==> src/rtl/plane_inlier_classifier_assert.svh <==
// Assertion macros used by the plane classifier RTL.
// Define ASSERT_OFF to compile them out.
`ifndef PLANE_INLIER_CLASSIFIER_ASSERT_SVH
`define PLANE_INLIER_CLASSIFIER_ASSERT_SVH

`ifndef ASSERT_OFF

// Property that must hold on every clock outside reset.
`define PIC_ASSERT(label, clk, rst_n, prop, msg) \
  label: assert property (@(posedge clk) disable iff (!rst_n) (prop)) else $error(msg);

// Condition in this cycle implies the consequent in the next.
`define PIC_ASSERT_NEXT(label, clk, rst_n, cond, conseq, msg) \
  label: assert property (@(posedge clk) disable iff (!rst_n) (cond) |=> (conseq)) \
    else $error(msg);

`else

`define PIC_ASSERT(label, clk, rst_n, prop, msg)
`define PIC_ASSERT_NEXT(label, clk, rst_n, cond, conseq, msg)

`endif

`endif

==> src/rtl/pic_pkg.sv <==
`timescale 1ns / 1ps
`default_nettype none

package pic_pkg;

  localparam int COLOR_W   = 8;
  localparam int CFG_W     = 16;
  localparam int MIN_W     = 20;
  localparam int CFG_IDX_W = 3;
  localparam int CFG_DAT_W = 32;
  localparam int IDX_OUT_W = 19;
  localparam int CNT_OUT_W = 20;
  localparam int MAG_LO_W  = 32;
  localparam int RHS_W     = 64;
  localparam int Q14_SHIFT = 14;

  localparam logic [COLOR_W-1:0] COLOR_FULL = 8'd255;
  localparam logic [COLOR_W-1:0] COLOR_NONE = 8'd0;

  // register reset values
  localparam logic signed [CFG_W-1:0] NORMAL_A_RST   = 16'sd0;
  localparam logic signed [CFG_W-1:0] NORMAL_B_RST   = -16'sd16384;
  localparam logic signed [CFG_W-1:0] NORMAL_C_RST   = 16'sd0;
  localparam logic signed [CFG_W-1:0] OFFSET_RST     = 16'sd500;
  localparam logic        [CFG_W-1:0] THRESHOLD_RST  = 16'd30;
  localparam logic        [MIN_W-1:0] MIN_INLIER_RST = 20'd2000;

  typedef enum logic [CFG_IDX_W-1:0] {
    CFG_NORMAL_A    = 3'd0,
    CFG_NORMAL_B    = 3'd1,
    CFG_NORMAL_C    = 3'd2,
    CFG_OFFSET      = 3'd3,
    CFG_THRESHOLD   = 3'd4,
    CFG_MIN_INLIERS = 3'd5
  } cfg_reg_t;

  // payload that rides along the pipeline untouched
  typedef struct packed {
    logic [COLOR_W-1:0] red;
    logic [COLOR_W-1:0] green;
    logic [COLOR_W-1:0] blue;
    logic               last;
  } side_t;

  // dot product stage -> square/compare stage
  typedef struct packed {
    logic                vld;
    logic                big;     // |s| >= 2^32, square cannot be below rhs
    logic [MAG_LO_W-1:0] mag_lo;
    side_t               side;
  } dot_out_t;

  // square/compare stage -> tally stage
  typedef struct packed {
    logic  vld;
    logic  ground;
    side_t side;
  } test_out_t;

endpackage

`default_nettype wire

==> src/rtl/pic_dot.sv <==
`timescale 1ns / 1ps
`default_nettype none

// Stages 1-3: products, plane sum, magnitude split.
module pic_dot #(
  parameter int COORD_BITS = 16
) (
  input  wire                                  clk,
  input  wire                                  rst_n,
  input  wire                                  in_valid,
  output logic                                 in_ready,
  input  wire  logic signed [COORD_BITS-1:0]   pos_x,
  input  wire  logic signed [COORD_BITS-1:0]   pos_y,
  input  wire  logic signed [COORD_BITS-1:0]   pos_z,
  input  wire  pic_pkg::side_t                 side_in,
  input  wire  logic signed [pic_pkg::CFG_W-1:0] normal_a,
  input  wire  logic signed [pic_pkg::CFG_W-1:0] normal_b,
  input  wire  logic signed [pic_pkg::CFG_W-1:0] normal_c,
  input  wire  logic signed [pic_pkg::CFG_W-1:0] plane_offset,
  output pic_pkg::dot_out_t                    dout,
  input  wire                                  dout_ready
);

  localparam int PROD_W = COORD_BITS + pic_pkg::CFG_W;
  localparam int S_W    = COORD_BITS + 21;

  logic                     v1_r, v2_r, v3_r;
  logic                     rdy1, rdy2, rdy3;
  logic signed [PROD_W-1:0] px_r, py_r, pz_r;
  logic signed [PROD_W-1:0] px_nxt, py_nxt, pz_nxt;
  logic signed [S_W-1:0]    s_r, s_nxt;
  logic [S_W-1:0]           s_bits, mag_nxt;
  logic                     big_r, big_nxt;
  logic [pic_pkg::MAG_LO_W-1:0] lo_r;
  pic_pkg::side_t           side1_r, side2_r, side3_r;

  assign rdy3     = !v3_r || dout_ready;
  assign rdy2     = !v2_r || rdy3;
  assign rdy1     = !v1_r || rdy2;
  assign in_ready = rdy1;

  assign px_nxt = PROD_W'(normal_a) * PROD_W'(pos_x);
  assign py_nxt = PROD_W'(normal_b) * PROD_W'(pos_y);
  assign pz_nxt = PROD_W'(normal_c) * PROD_W'(pos_z);

  assign s_nxt = S_W'(px_r) + S_W'(py_r) + S_W'(pz_r)
               + (S_W'(plane_offset) <<< pic_pkg::Q14_SHIFT);

  assign s_bits  = s_r;
  assign mag_nxt = s_bits[S_W-1] ? (~s_bits + S_W'(1)) : s_bits;
  assign big_nxt = |mag_nxt[S_W-1:pic_pkg::MAG_LO_W];

  always_ff @(posedge clk) begin
    if (!rst_n) begin
      v1_r <= 1'b0;
      v2_r <= 1'b0;
      v3_r <= 1'b0;
    end else begin
      if (rdy1) v1_r <= in_valid;
      if (rdy2) v2_r <= v1_r;
      if (rdy3) v3_r <= v2_r;
    end
  end

  always_ff @(posedge clk) begin
    if (rdy1 && in_valid) begin
      px_r    <= px_nxt;
      py_r    <= py_nxt;
      pz_r    <= pz_nxt;
      side1_r <= side_in;
    end
    if (rdy2 && v1_r) begin
      s_r     <= s_nxt;
      side2_r <= side1_r;
    end
    if (rdy3 && v2_r) begin
      big_r   <= big_nxt;
      lo_r    <= mag_nxt[pic_pkg::MAG_LO_W-1:0];
      side3_r <= side2_r;
    end
  end

  always_comb begin
    dout.vld    = v3_r;
    dout.big    = big_r;
    dout.mag_lo = lo_r;
    dout.side   = side3_r;
  end

endmodule

`default_nettype wire

==> config.mk <==
export PLATFORM = sky130hd
export DESIGN_NAME = pic_dot
export DESIGN_NICKNAME = d
export VERILOG_FILES = /design/src/rtl/plane_inlier_classifier_assert.svh /design/src/rtl/pic_pkg.sv /design/src/rtl/pic_dot.sv
export SDC_FILE = /design/constraint.sdc
export NUM_CORES = 2
export LEC_CHECK = 0
export BUFFER_PORTS_ARGS = -buffer_cell sky130_fd_sc_hd__buf_2
export CAP_MARGIN = 20
export CORE_MARGIN = 2
export CORE_UTILIZATION = 45
export CTS_CLUSTER_SIZE = 20
export DETAILED_ROUTE_END_ITERATION = 8
export SLEW_MARGIN = 15
export SYNTH_ARGS = -nofsm -noshare
export SYNTH_HDL_FRONTEND = slang
export SYNTH_SLANG_ARGS = --single-unit
==> constraint.sdc <==
create_clock -name clk -period 7.8 [get_ports clk]
set_clock_uncertainty 0.05 [all_clocks]
set_input_delay 0.39 -clock clk [delete_from_list [all_inputs] [get_ports clk]]
set_output_delay 0.39 -clock clk [all_outputs]
set_load 0.02 [all_outputs]
==> summary.md <==
| Metric | Value |
|---|---|
| Unique masters post-synth | `71` |
| Drt drc | `0` |
| Max_slew headroom | `0.335` |
| Share of layout cells above drive strength 1 | `0.0663` |
| Max-cap check violation count | `0` |
| Drt pass-1 iters | `5` |
| Slew at the pin with the worst max-slew slack | `0.998 ns` |
| Critical Path End Type | `flip-flop` |
| Synth Area in XOR/XNOR | `0.0355` |
| GR Util All Layers | `0.206` |
| FP Rows | `109` |
| Fin crit share | `0.810` |
| Routability cong. | `0.882` |
| Fmax | `158 MHz` |
| HP Class | `primary input to flip-flop` |
| Initial core utilization | `0.453` |
| Worst skew pair latency | `0.54 ns` |
| CTS resizes | `0` |
| Sequential area share after synthesis | `0.181` |
| CTS root buffer | `clkbuf_16` |
| Max FO, Critical Path | `16` |
| Final min period | `6.32 ns` |
| Yosys Warn Count | `0` |
| Mux contribution to synthesized area | `0.000250` |
| Final Max Slew Viols | `0` |
| Most frequent cells in the layout | `902 x inv_1, 838 x fa_1, 422 x nand2_1` |
| Fillcell total | `8175` |
| Longest Clk Path Bufs | `3` |
| Final wirelength | `90.1 mm` |
| Number of synthesized register bits | `242` |
| Setup crit start | `normal_c[15]` |
| Largest net degree at the start of global routing | `77` |
| CP Data Required Time | `8.02 ns` |
| Num CTS Buffers | `26` |
| Hold Path Origin | `rst_n` |
| Die H | `302 µm` |
| Post-Synth Simple-Gate Area | `0.127` |
| Synth-to-layout area growth | `8.06%` |
| RSZ-0062 raised after global routing | `no` |
| Final Hold Viols | `0` |
| Core Box Area | `0.0882 mm²` |
| Share of synthesized flip-flops with an asynchronous set or reset | `0` |
| Area of the multi-input gates | `0.0290 mm²` |
| EDFF count, synth | `239` |
| Status | `completed` |
| Io pins | `201` |
| Routed Antenna Nets | `0` |
| Via count | `26200` |
| Arrival time worst endpoint | `6.54 ns` |
| Hold depth | `2` |
| Syn Area/Cell | `10.3 µm²` |
| Largest family of logic cells by synthesized area | `adder cells` |
| WL/cell | `17.3 µm` |
| Register area | `0.00724 mm²` |
| Total congestion overflow | `0` |
| HPWL Detailed | `74.3 mm` |
| Crit path kind | `primary input to flip-flop` |
| Main flop type after synthesis | `edfxtp_1` |
| Startpoint types | `primary input` |
| CTS tree | `built` |
| Post-route setup TNS | `0 ns` |
| Setup violations, final | `0` |
| # Post-CTS Setup Buffers | `0` |
| Syn Nets | `5139` |
| Post-synthesis compound-gate area fraction | `0.0513` |
| Antenna violations before repair | `16` |
| Cells after synthesis | `3868` |
| Vias in the first global route | `28400` |
| IO Port Bufs | `200` |
| Synth Area in Adders | `0.511` |
| FF-to-FF path depth | `14` |
| Commonest non-fill, non-tap cell in the layout | `inv_1` |
| DR iter-0 viols | `1326` |
| # clock sinks | `242` |
| Synthesized area | `0.0400 mm²` |
| Global-route wire length before repair | `149 mm` |
| Die Wd | `302 µm` |
| Reg2reg start | `px_r[2]$_DFFE_PP_` |
| Post-cts hold buffer count | `25` |
| H-Tree Depth | `1` |
| Clock transition at path regs | `0.06 ns` |
| Via/cell ratio | `5.03` |
| Layout net count | `5294` |
| DIE AREA | `0.0913 mm²` |
[metrics by stage]
step	hold WS, ns	instance area (µm²)	setup WS (ns)	instances	util
after global placement	0.352	42100	1.12	5135	0.478
after global routing	0.0225	43200	1.13	5214	0.490
after floorplan	0.350	40000	0.202	3868	-
final	0.0384	43200	1.48	5215	0.490
after CTS	0.0156	43200	1.57	5208	0.490
after detailed placement	0.355	42100	1.01	5135	0.478
[logic make-up (layout without fill, tap and decap cells)]
family | count (synthesis) | after routing
XOR/XNOR | 162 | 162
other | 0 | 7
adder cells (fa/ha/maj) | 1130 | 1130
multiplexers | 1 | 1
buffers and inverters | 1006 | 1181
flip-flops | 242 | 242
AO/OA/AOI/OAI | 305 | 305
AND/OR/NAND/NOR | 1022 | 1022
[Yosys cell counts, types with 6 or more instances]
cell / instances / share of area
a211o_1: 6 / 0.0013
a211oi_1: 7 / 0.0013
a21o_1: 47 / 0.0088
a21oi_1: 82 / 0.010
a31oi_1: 14 / 0.0022
and2_1: 361 / 0.056
and3_1: 9 / 0.0014
clkbuf_1: 100 / 0.0094
edfxtp_1: 239 / 0.18
fa_1: 838 / 0.42
ha_1: 292 / 0.091
inv_1: 902 / 0.085
nand2_1: 422 / 0.040
nand2b_1: 30 / 0.0047
nand3_1: 33 / 0.0041
nor2_1: 102 / 0.0096
nor2b_1: 17 / 0.0027
nor3_1: 22 / 0.0028
o211ai_1: 6 / 0.0011
o21a_1: 15 / 0.0028
o21ai_0: 43 / 0.0054
o21ai_1: 13 / 0.0016
o21bai_1: 15 / 0.0028
o31ai_1: 10 / 0.0019
o41ai_1: 9 / 0.0020
xnor2_1: 140 / 0.031
xor2_1: 22 / 0.0048
[flip-flops by register name, summed over array words and instances, names as in the netlist]
register,count
lo_r,32
s_bits,35
px_r,32
big_r,1
pz_r,32
py_r,32
v1_r,1
side2_r,25
v2_r,1
dout,25
side1_r,25
v3_r,1
[worst max-delay path, stage by stage]
cell	delay [ns]
buf_2	0.20
and2_1	0.22
fa_1	0.75
fa_1	0.51
fa_1	0.50
fa_1	0.51
fa_1	0.49
inv_1	0.05
fa_1	0.47
inv_1	0.04
ha_1	0.35
nand3_1	0.12
nor2_1	0.25
nand3_1	0.13
o41ai_1	0.71
o41ai_2	0.23
o211a_1	0.26
o21bai_1	0.13
a21oi_1	0.09
xnor2_1	0.13
[final timing paths]
| kind | endpoint | slack (ns) |
|---|---|---|
| setup / recovery | pz_r[31]$_DFFE_PP_ | 1.48 |
| hold / removal | v3_r$_SDFFE_PN0P_ | 0.04 |
| setup reg to reg | s_bits[32]$_DFFE_PP_ | 3.29 |
| hold reg to reg | side2_r[2]$_DFFE_PP_ | 0.37 |
[routing by layer]
metal | GRT usage | share of wire | up-vias
li1 | - | - | 12100
met1 | 0.284 | 0.43 | 13400
met2 | 0.349 | 0.48 | 647
met3 | 0.0267 | 0.057 | 122
met4 | 0.0446 | 0.023 | 14
met5 | 0 | 0.00089 | -
[layout make-up]
cell class | instances | area share
Antenna cell | 7 | 0.000405
Clock inverter | 21 | 0.00382
Timing Repair Buffer | 230 | 0.0298
Tap cell | 1165 | 0.0337
Sequential cell | 242 | 0.167
Multi-Input combinational cell | 2620 | 0.671
Clock buffer | 27 | 0.0151
Inverter | 903 | 0.0785
Power is not shown: default switching activity piles up to over one toggle a cycle in this logic, so the estimate is an artifact.
