$ cat config.mk
export PLATFORM = sky130hd
export DESIGN_NAME = pic_tally
export DESIGN_NICKNAME = d
export VERILOG_FILES = /design/src/rtl/pic_pkg.sv /design/src/rtl/pic_tally.sv
export VERILOG_INCLUDE_DIRS = /design/src /design/src/rtl
export SDC_FILE = /design/constraint.sdc
export NUM_CORES = 1
export LEC_CHECK = 0
export BUFFER_PORTS_ARGS = -buffer_cell sky130_fd_sc_hd__buf_2
export CAP_MARGIN = 0
export CELL_PAD_IN_SITES_DETAIL_PLACEMENT = 2
export CELL_PAD_IN_SITES_GLOBAL_PLACEMENT = 2
export CORE_ASPECT_RATIO = 0.8
export CORE_MARGIN = 2
export CORE_UTILIZATION = 36
export CTS_CLUSTER_SIZE = 20
export DETAILED_ROUTE_END_ITERATION = 16
export PLACE_DENSITY_LB_ADDON = 0.1
export SYNTH_ARGS = -nofsm -noshare
export SYNTH_HDL_FRONTEND = slang
export SYNTH_SLANG_ARGS = --single-unit
$ cat constraint.sdc
create_clock -name clk -period 7 [get_ports clk]
set_clock_uncertainty 0.15 [all_clocks]
set_input_delay 0.35 -clock clk [delete_from_list [all_inputs] [get_ports clk]]
set_output_delay 0.35 -clock clk [all_outputs]
set_load 0.1 [all_outputs]
$ cat src/rtl/plane_inlier_classifier_assert.svh
// Assertion macros used by the plane classifier RTL.
// Define ASSERT_OFF to compile them out.
`ifndef PLANE_INLIER_CLASSIFIER_ASSERT_SVH
`define PLANE_INLIER_CLASSIFIER_ASSERT_SVH

`ifndef ASSERT_OFF

// Property that must hold on every clock outside reset.
`define PIC_ASSERT(label, clk, rst_n, prop, msg) \
  label: assert property (@(posedge clk) disable iff (!rst_n) (prop)) else $error(msg);

// Condition in this cycle implies the consequent in the next.
`define PIC_ASSERT_NEXT(label, clk, rst_n, cond, conseq, msg) \
  label: assert property (@(posedge clk) disable iff (!rst_n) (cond) |=> (conseq)) \
    else $error(msg);

`else

`define PIC_ASSERT(label, clk, rst_n, prop, msg)
`define PIC_ASSERT_NEXT(label, clk, rst_n, cond, conseq, msg)

`endif

`endif

$ cat src/rtl/pic_pkg.sv
`timescale 1ns / 1ps
`default_nettype none

package pic_pkg;

  localparam int COLOR_W   = 8;
  localparam int CFG_W     = 16;
  localparam int MIN_W     = 20;
  localparam int CFG_IDX_W = 3;
  localparam int CFG_DAT_W = 32;
  localparam int IDX_OUT_W = 19;
  localparam int CNT_OUT_W = 20;
  localparam int MAG_LO_W  = 32;
  localparam int RHS_W     = 64;
  localparam int Q14_SHIFT = 14;

  localparam logic [COLOR_W-1:0] COLOR_FULL = 8'd255;
  localparam logic [COLOR_W-1:0] COLOR_NONE = 8'd0;

  // register reset values
  localparam logic signed [CFG_W-1:0] NORMAL_A_RST   = 16'sd0;
  localparam logic signed [CFG_W-1:0] NORMAL_B_RST   = -16'sd16384;
  localparam logic signed [CFG_W-1:0] NORMAL_C_RST   = 16'sd0;
  localparam logic signed [CFG_W-1:0] OFFSET_RST     = 16'sd500;
  localparam logic        [CFG_W-1:0] THRESHOLD_RST  = 16'd30;
  localparam logic        [MIN_W-1:0] MIN_INLIER_RST = 20'd2000;

  typedef enum logic [CFG_IDX_W-1:0] {
    CFG_NORMAL_A    = 3'd0,
    CFG_NORMAL_B    = 3'd1,
    CFG_NORMAL_C    = 3'd2,
    CFG_OFFSET      = 3'd3,
    CFG_THRESHOLD   = 3'd4,
    CFG_MIN_INLIERS = 3'd5
  } cfg_reg_t;

  // payload that rides along the pipeline untouched
  typedef struct packed {
    logic [COLOR_W-1:0] red;
    logic [COLOR_W-1:0] green;
    logic [COLOR_W-1:0] blue;
    logic               last;
  } side_t;

  // dot product stage -> square/compare stage
  typedef struct packed {
    logic                vld;
    logic                big;     // |s| >= 2^32, square cannot be below rhs
    logic [MAG_LO_W-1:0] mag_lo;
    side_t               side;
  } dot_out_t;

  // square/compare stage -> tally stage
  typedef struct packed {
    logic  vld;
    logic  ground;
    side_t side;
  } test_out_t;

endpackage

`default_nettype wire

$ cat src/rtl/pic_tally.sv
`timescale 1ns / 1ps
`default_nettype none
`include "plane_inlier_classifier_assert.svh"

// Stage 6: frame counters, recolor, output register.
module pic_tally #(
  parameter int MAX_POINTS = 524288
) (
  input  wire                                  clk,
  input  wire                                  rst_n,
  input  wire  pic_pkg::test_out_t             din,
  output logic                                 din_ready,
  input  wire  logic [pic_pkg::MIN_W-1:0]      min_inliers,
  output logic                                 out_valid,
  input  wire                                  out_stall,
  output logic [pic_pkg::IDX_OUT_W-1:0]        point_index,
  output logic                                 is_ground,
  output logic [pic_pkg::COLOR_W-1:0]          red_out,
  output logic [pic_pkg::COLOR_W-1:0]          green_out,
  output logic [pic_pkg::COLOR_W-1:0]          blue_out,
  output logic                                 frame_last,
  output logic [pic_pkg::CNT_OUT_W-1:0]        ground_count,
  output logic                                 plane_found
);

  localparam int IDX_W = $clog2(MAX_POINTS);
  localparam int CNT_W = $clog2(MAX_POINTS + 1);
  localparam int CMP_W = (CNT_W > pic_pkg::MIN_W) ? CNT_W : pic_pkg::MIN_W;

  logic [IDX_W-1:0] idx_r, idx_nxt;
  logic [CNT_W-1:0] cnt_r, cnt_nxt, cnt_sum;
  logic             acc;
  logic             found_nxt;

  logic                            out_valid_r;
  logic [pic_pkg::IDX_OUT_W-1:0]   point_index_r;
  logic                            ground_r;
  logic [pic_pkg::COLOR_W-1:0]     red_r, green_r, blue_r;
  logic                            last_r;
  logic [pic_pkg::CNT_OUT_W-1:0]   count_r;
  logic                            found_r;

  assign din_ready = !out_valid_r || !out_stall;
  assign acc       = din.vld && din_ready;

  // saturating inlier count including this point
  assign cnt_sum   = (din.ground && (cnt_r < CNT_W'(MAX_POINTS))) ? cnt_r + CNT_W'(1) : cnt_r;
  assign found_nxt = din.side.last && (CMP_W'(cnt_sum) >= CMP_W'(min_inliers));

  always_comb begin
    if (din.side.last) begin
      idx_nxt = '0;
      cnt_nxt = '0;
    end else begin
      idx_nxt = (idx_r == IDX_W'(MAX_POINTS - 1)) ? '0 : idx_r + IDX_W'(1);
      cnt_nxt = cnt_sum;
    end
  end

  always_ff @(posedge clk) begin
    if (!rst_n) begin
      idx_r       <= '0;
      cnt_r       <= '0;
      out_valid_r <= 1'b0;
    end else begin
      if (din_ready) out_valid_r <= din.vld;
      if (acc) begin
        idx_r <= idx_nxt;
        cnt_r <= cnt_nxt;
      end
    end
  end

  always_ff @(posedge clk) begin
    if (acc) begin
      point_index_r <= pic_pkg::IDX_OUT_W'(idx_r);
      ground_r      <= din.ground;
      red_r         <= din.ground ? pic_pkg::COLOR_FULL : din.side.red;
      green_r       <= din.ground ? pic_pkg::COLOR_NONE : din.side.green;
      blue_r        <= din.ground ? pic_pkg::COLOR_NONE : din.side.blue;
      last_r        <= din.side.last;
      count_r       <= pic_pkg::CNT_OUT_W'(cnt_sum);
      found_r       <= found_nxt;
    end
  end

  assign out_valid    = out_valid_r;
  assign point_index  = point_index_r;
  assign is_ground    = ground_r;
  assign red_out      = red_r;
  assign green_out    = green_r;
  assign blue_out     = blue_r;
  assign frame_last   = last_r;
  assign ground_count = count_r;
  assign plane_found  = found_r;

  `PIC_ASSERT(a_found_only_on_last, clk, rst_n, out_valid_r |-> (!found_r || last_r), "plane_found outside frame end")
  `PIC_ASSERT_NEXT(a_last_clears, clk, rst_n, acc && din.side.last, (idx_r == '0) && (cnt_r == '0), "counters not cleared after frame end")
  `PIC_ASSERT_NEXT(a_ground_counts, clk, rst_n, acc && din.ground && !din.side.last && (cnt_r < CNT_W'(MAX_POINTS)), cnt_r == $past(cnt_r) + CNT_W'(1), "inlier not counted")

endmodule

`default_nettype wire

==> impl_metrics.toml, run 1 <==
[setup_path]
r2r_cells = 11
end_kind = "register"
crit_path_max_fanout = 9
worstSetupPathType = "register to register"
cp.arrival_ps = 3450
cp-start-kind = "register"
worstPathRequired_ps = 6950

[synth]
synth-seq-cells = 106
async_flop_share_pct = 0
synth_seq_area_share_pct = 57.5
synth_area_um2 = 4840
synth-main-ff-cell = "edfxtp_1"
yosysUniqueCellTypes = 47
synth-edff-count = 66
ys_warn_count = 0
syn-instance-count = 433
syn_area_per_cell_um2 = 11.2
synth_nets = 505

[detailed_routing]
vias = 3648
drtIter0Drc = 173
dr.pass1.iters = 4
wl_per_cell_um = 18.1
ant_nets = 0
via_per_inst = 5.05
routed_wl_um = 13100
drc = 0

[die]
io_pins = 118
core_area_um2 = 13000
die_x_um = 134
dieArea_um2 = 14400
row_count = 37
fp.dieH_um = 108
start_util_pct = 37.2

[clock_tree]
hold_buffers = 0
htreeDepth = 3
cts.sinks = 106
clkLatencyLatePin_ps = 340
cts_resized = 0
cts_tree = "yes"
path_clk_slew_ps = 70
post_cts_buffers = 0
numCtsBuffers = 9
cts-root-buf = "clkbuf_16"
clock_path_buffers = 2

[pwr]
vdd_ir_drop_max_uv = 113
p_total_mw = 1.42
p_per_area_nw_per_um2 = 242
leakagePower_nw = 2.41

[place]
hpwl_um = 9200
routabilityCongestion = 0.797
place_worst_setup_slack_ps = 3220
io_buffer_count = 117

[cells_and_area]
num-nets-final = 615
final_util_pct = 44.9
diodes = 0
final_layout_size_suffix_gt1_share_pct = 28.5
areaGrowthSynthToFinish_pct = 20.8

[global_routing]
grt_max_degree = 76
antenna_found_initial = 0
overflow = 0
gr-usage-all-layers_pct = 18.8
grt_pass1_wl_um = 21100
grt_pass1_vias = 4002

[timing]
min_period_ps = 3500
hold_ws_ps = 69.7
period_share_pct = 50.0
hold_violations = 0
setup_slack_ps = 3500
slew_headroom_pct = 33.5
drv_slew = 0
fmax_mhz = 286
tns_ps = 0
rsz0062_at_grt = "no"
setup-violations-final = 0
worst_slew_pin_slew_ps = 998

[job]
max_cap_violations = 0

[run_status]
outcome = "completed"

[worst_hold_path]
hold_class = "primary input to register"
whs_path_depth = 3
-- final cells by class --
cell class,count,area (um^2)
Sequential cell,106,2780
Clock inverter,4,35.0
Multi-Input combinational cell,281,1880
Inverter,27,101
Clock buffer,12,236
Fill cell,1393,7160
Tap cell,175,219
Timing Repair Buffer,118,593
-- metrics by stage --
stage / std cells / instance area (um^2)
2_1_floorplan: 433 / 4840
3_3_place_gp: 707 / 5570
3_5_place_dp: 707 / 5570
4_1_cts: 723 / 5850
5_1_grt: 723 / 5850
6_report: 723 / 5850
-- flip-flops by register name, indices dropped and copies added (netlist names) --
register,count
frame_last,1
plane_found,1
blue_out,8
out_valid,1
point_index,19
cnt_r,20
green_out,8
red_out,8
ground_count,20
idx_r,19
is_ground,1
-- cell usage in the layout, fill, tap and decap left out, types with 14 or more instances in the layout --
cell type	n
nand3_1	14
xor2_1	14
nand2_1	23
ha_1	22
nor2_1	38
xnor2_1	17
nor2b_1	17
a21oi_1	26
o21ai_0	22
edfxtp_1	66
buf_2	117
inv_1	26
dfxtp_1	40
-- synth_stat cells (2+ instances only) --
library cell / count / area [um^2]
xnor2_1: 17 / 149
nand3b_1: 2 / 15.0
a31oi_1: 5 / 31.3
or3_1: 8 / 50.1
nand3_1: 14 / 70.1
xor2_1: 14 / 123
ha_1: 22 / 275
or2_2: 10 / 62.6
edfxtp_1: 66 / 1980
nor2_1: 38 / 143
inv_1: 27 / 101
clkbuf_1: 13 / 48.8
nand4_1: 10 / 62.6
nand2_1: 23 / 86.3
and3_1: 5 / 31.3
a41oi_1: 3 / 26.3
nor3_1: 6 / 30.0
nor4_1: 2 / 12.5
nor2b_1: 17 / 106
nand3_2: 2 / 20.0
dfxtp_1: 40 / 801
a41o_1: 2 / 20.0
nor4_4: 2 / 42.5
buf_2: 5 / 25.0
a31o_2: 3 / 26.3
nor4_2: 2 / 25.0
nor3b_1: 2 / 15.0
and4_1: 2 / 17.5
a32o_1: 2 / 20.0
a22oi_1: 5 / 37.5
o21ai_0: 22 / 110
or4_1: 2 / 15.0
a21oi_1: 26 / 130
-- layer usage --
| layer | part of all wire [%] | track usage, % | vias up |
|---|---|---|---|
| met5 | 0 | 0 | - |
| met4 | 0.62 | 4.10 | 0 |
| met3 | 3.5 | 3.53 | 8 |
| met2 | 50 | 32.8 | 74 |
| met1 | 46 | 24.4 | 1800 |
| li1 | - | - | 1766 |
-- report_power, final --
part           switching, mW  total, mW  internal [mW]
Sequential           0.00735      0.693          0.686
Clock                  0.232      0.479          0.247
Combinational          0.206      0.243         0.0367
Total                  0.446       1.42          0.970
-- critical path, stage by stage, from the launching register on --
cell and delay (ps):
dfxtp_1 440, ha_1 260, nand4b_1 200, nor3_4 390, nand2_1 150, xnor2_1 230, ha_1 290, nand2_1 60
o21ai_0 130, a2111oi_0 450, o21ai_0 260, a22o_1 230
-- worst paths after layout --
check / endpoint / slack, ps / start
setup / recovery: plane_found$_DFFE_PP_ / 3500 / cnt_r[0]$_SDFFE_PN0P_
hold / removal: out_valid$_SDFFE_PN0N_ / 70 / din[26]
setup reg to reg: plane_found$_DFFE_PP_ / 3500 / cnt_r[0]$_SDFFE_PN0P_
hold reg to reg: point_index[18]$_DFFE_PP_ / 320 / idx_r[18]$_SDFFE_PN0P_
-- logic make-up after synthesis --
logic type               Yosys count  share of synthesized area, %
buffers and inverters             46                          3.70
AND/OR/NAND/NOR                  152                          17.8
XOR/XNOR                          31                          5.61
AO/OA/AOI/OAI                     76                          9.67
adder cells (fa/ha/maj)           22                          5.69
flip-flops                       106                          57.5
(Power assumes the default switching activity.)
==> inputs of run 2 (changes only) <==
--- a/config.mk
+++ b/config.mk
@@ -12,7 +12,7 @@
 export CELL_PAD_IN_SITES_GLOBAL_PLACEMENT = 2
 export CORE_ASPECT_RATIO = 0.8
 export CORE_MARGIN = 2
-export CORE_UTILIZATION = 36
+export CORE_UTILIZATION = 34
 export CTS_CLUSTER_SIZE = 20
 export DETAILED_ROUTE_END_ITERATION = 16
 export PLACE_DENSITY_LB_ADDON = 0.1
==> constraint.sdc (replaced) <==
create_clock -name clk -period 3.4 [get_ports clk]
set_clock_uncertainty 0.15 [all_clocks]
set_input_delay 0.17 -clock clk [delete_from_list [all_inputs] [get_ports clk]]
set_output_delay 0.17 -clock clk [all_outputs]
set_load 0.1 [all_outputs]
==> run 2 against run 1 <==
Non-clock buffer count is 31 higher. Count of clock-buffer cells in the layout is 1 lower. Largest cell class unchanged. Critical endpoint unchanged. Hold slack worse by 64 ps. Setup slack worse by 3300 ps.
==> impl_metrics.toml, run 2 (same netlist as run 1, synthesis figures left out) <==
[cells_and_area]
num-fill-cells = 1430
final_common_cell = "buf_2"
final_layout_size_suffix_gt1_share_pct = 29.5
final_util_pct = 45.2
areaGrowthSynthToFinish_pct = 28.3
num-nets-final = 646
diodes = 0
final_cell_mix = "buf_2, edfxtp_1, dfxtp_1"
finalInstanceArea_um2 = 6210

[worst_hold_path]
whs_path_depth = 2
min_to = "blue_out[3]$_SDFFCE_PP0P_"
hp-start = "din[4]"
hold_class = "primary input to register"

[global_routing]
overflow = 0
antenna_found_initial = 0
gr-usage-all-layers_pct = 18.8
grt_pass1_vias = 4232
grt_max_degree = 76
grt_pass1_wl_um = 22400

[pwr]
leakagePower_nw = 2.58
p_per_area_nw_per_um2 = 492
vdd_ir_drop_max_uv = 252

[setup_path]
cp.arrival_ps = 3110
cp-start-kind = "register"
worstPathCellList = "nand3_2 -> nor4_4 -> xor2_1 -> ha_1 -> a21oi_1 -> o21ai_0 -> a2111oi_2 -> o21ai_1 -> a22o_1"
end_kind = "register"
worstPathRequired_ps = 3360
critPathBufInv = 0
r2r_end = "plane_found$_DFFE_PP_"
r2r_slack_ps = 240
worstSetupPathType = "register to register"
rr_startpoint = "cnt_r[6]$_SDFFE_PN0P_"
crit_path_max_fanout = 7
slowest_stage = "dfxtp_1"
cpPeakStageDelay_ps = 470
cpLargestDelayFamily = "compound AO/OA/AOI/OAI gates"
r2r_cells = 9

[clock_tree]
htreeDepth = 3
numCtsBuffers = 9
path_clk_slew_ps = 70
cts_tree = "yes"
cts-root-buf = "clkbuf_16"
clkLatencyLatePin_ps = 350
cts.sinks = 106
clock_path_buffers = 2

[detailed_routing]
dr.pass1.iters = 4
drc = 0
vias = 3791
wl_per_cell_um = 18.0
drtIter0Drc = 143
via_per_inst = 4.99
routed_wl_um = 13700
ant_nets = 0

[die]
row_count = 38
core_area_um2 = 13700
die_x_um = 137
fp.dieH_um = 111
start_util_pct = 35.2
io_pins = 118
dieArea_um2 = 15200

[place]
io_buffer_count = 117
placed_cell_area_um2 = 5630
hpwl_um = 9300
routabilityCongestion = 0.767

[timing]
rsz0062_at_grt = "no"
hold_ws_ps = 5.33
tns_ps = 0
worst_slew_pin_slew_ps = 971
min_period_ps = 3160
drv_slew = 0
hold_violations = 0
slew_headroom_pct = 35.2
setup-violations-final = 0
period_share_pct = 92.9
fmax_mhz = 317

[job]
max_cap_violations = 0

[run_status]
outcome = "completed"
==> run 2: area by class of cell <==
class | instances | area (um^2) | share of cell area, %
clock buffer | 11 | 275 | 4.43
clock inverter | 5 | 46.3 | 0.746
inverter | 27 | 101 | 1.63
multi-input combinational | 281 | 1890 | 30.5
sequential | 106 | 2780 | 44.8
tap | 180 | 225 | 3.63
timing repair buffer | 149 | 883 | 14.2
==> run 2: metrics by stage <==
step	cells	worst slack (ps)	power (mW)
2_1_floorplan	433	223	1.86
3_3_place_gp	718	364	1.96
3_5_place_dp	718	91.5	1.97
4_1_cts	757	64.9	3.09
5_1_grt	759	1.16	3.17
6_report	759	242	3.06
==> run 2: repair_timing <==
| action | in CTS | in global routing |
|---|---|---|
| endpoints found under the setup margin | 0 | 1 |
| gates resized for setup | 0 | 6 |
| endpoints found under the hold margin | 22 | 0 |
| hold buffers | 23 | 0 |
| setup buffers | 0 | 2 |
==> run 2: routing by layer <==
layer,up-vias,global-route usage (%),share of wire [%]
met5,-,0,0
met4,0,3.92,0.77
met3,8,3.38,3.4
met2,74,33.2,52
met1,1873,23.9,44
li1,1836,-,-
==> run 2: worst max-delay path by stage <==
stage	slack, ps	to	from	cells after the start
2_1_floorplan	220	idx_r[9]$_SDFFE_PN0P_	out_valid$_SDFFE_PN0N_	7
3_3_place_gp	360	plane_found$_DFFE_PP_	cnt_r[9]$_SDFFE_PN0P_	10
3_5_place_dp	90	plane_found$_DFFE_PP_	cnt_r[0]$_SDFFE_PN0P_	11
4_1_cts	60	plane_found$_DFFE_PP_	cnt_r[0]$_SDFFE_PN0P_	11
5_1_grt	1	plane_found$_DFFE_PP_	cnt_r[2]$_SDFFE_PN0P_	9
6_report	240	plane_found$_DFFE_PP_	cnt_r[6]$_SDFFE_PN0P_	9
==> run 2: power breakdown <==
part | switching, mW | internal [mW] | leakage, nW | total, mW
Sequential | 0.0154 | 1.41 | 0.973 | 1.43
Clock | 0.503 | 0.600 | 0.159 | 1.10
Combinational | 0.432 | 0.0949 | 1.45 | 0.527
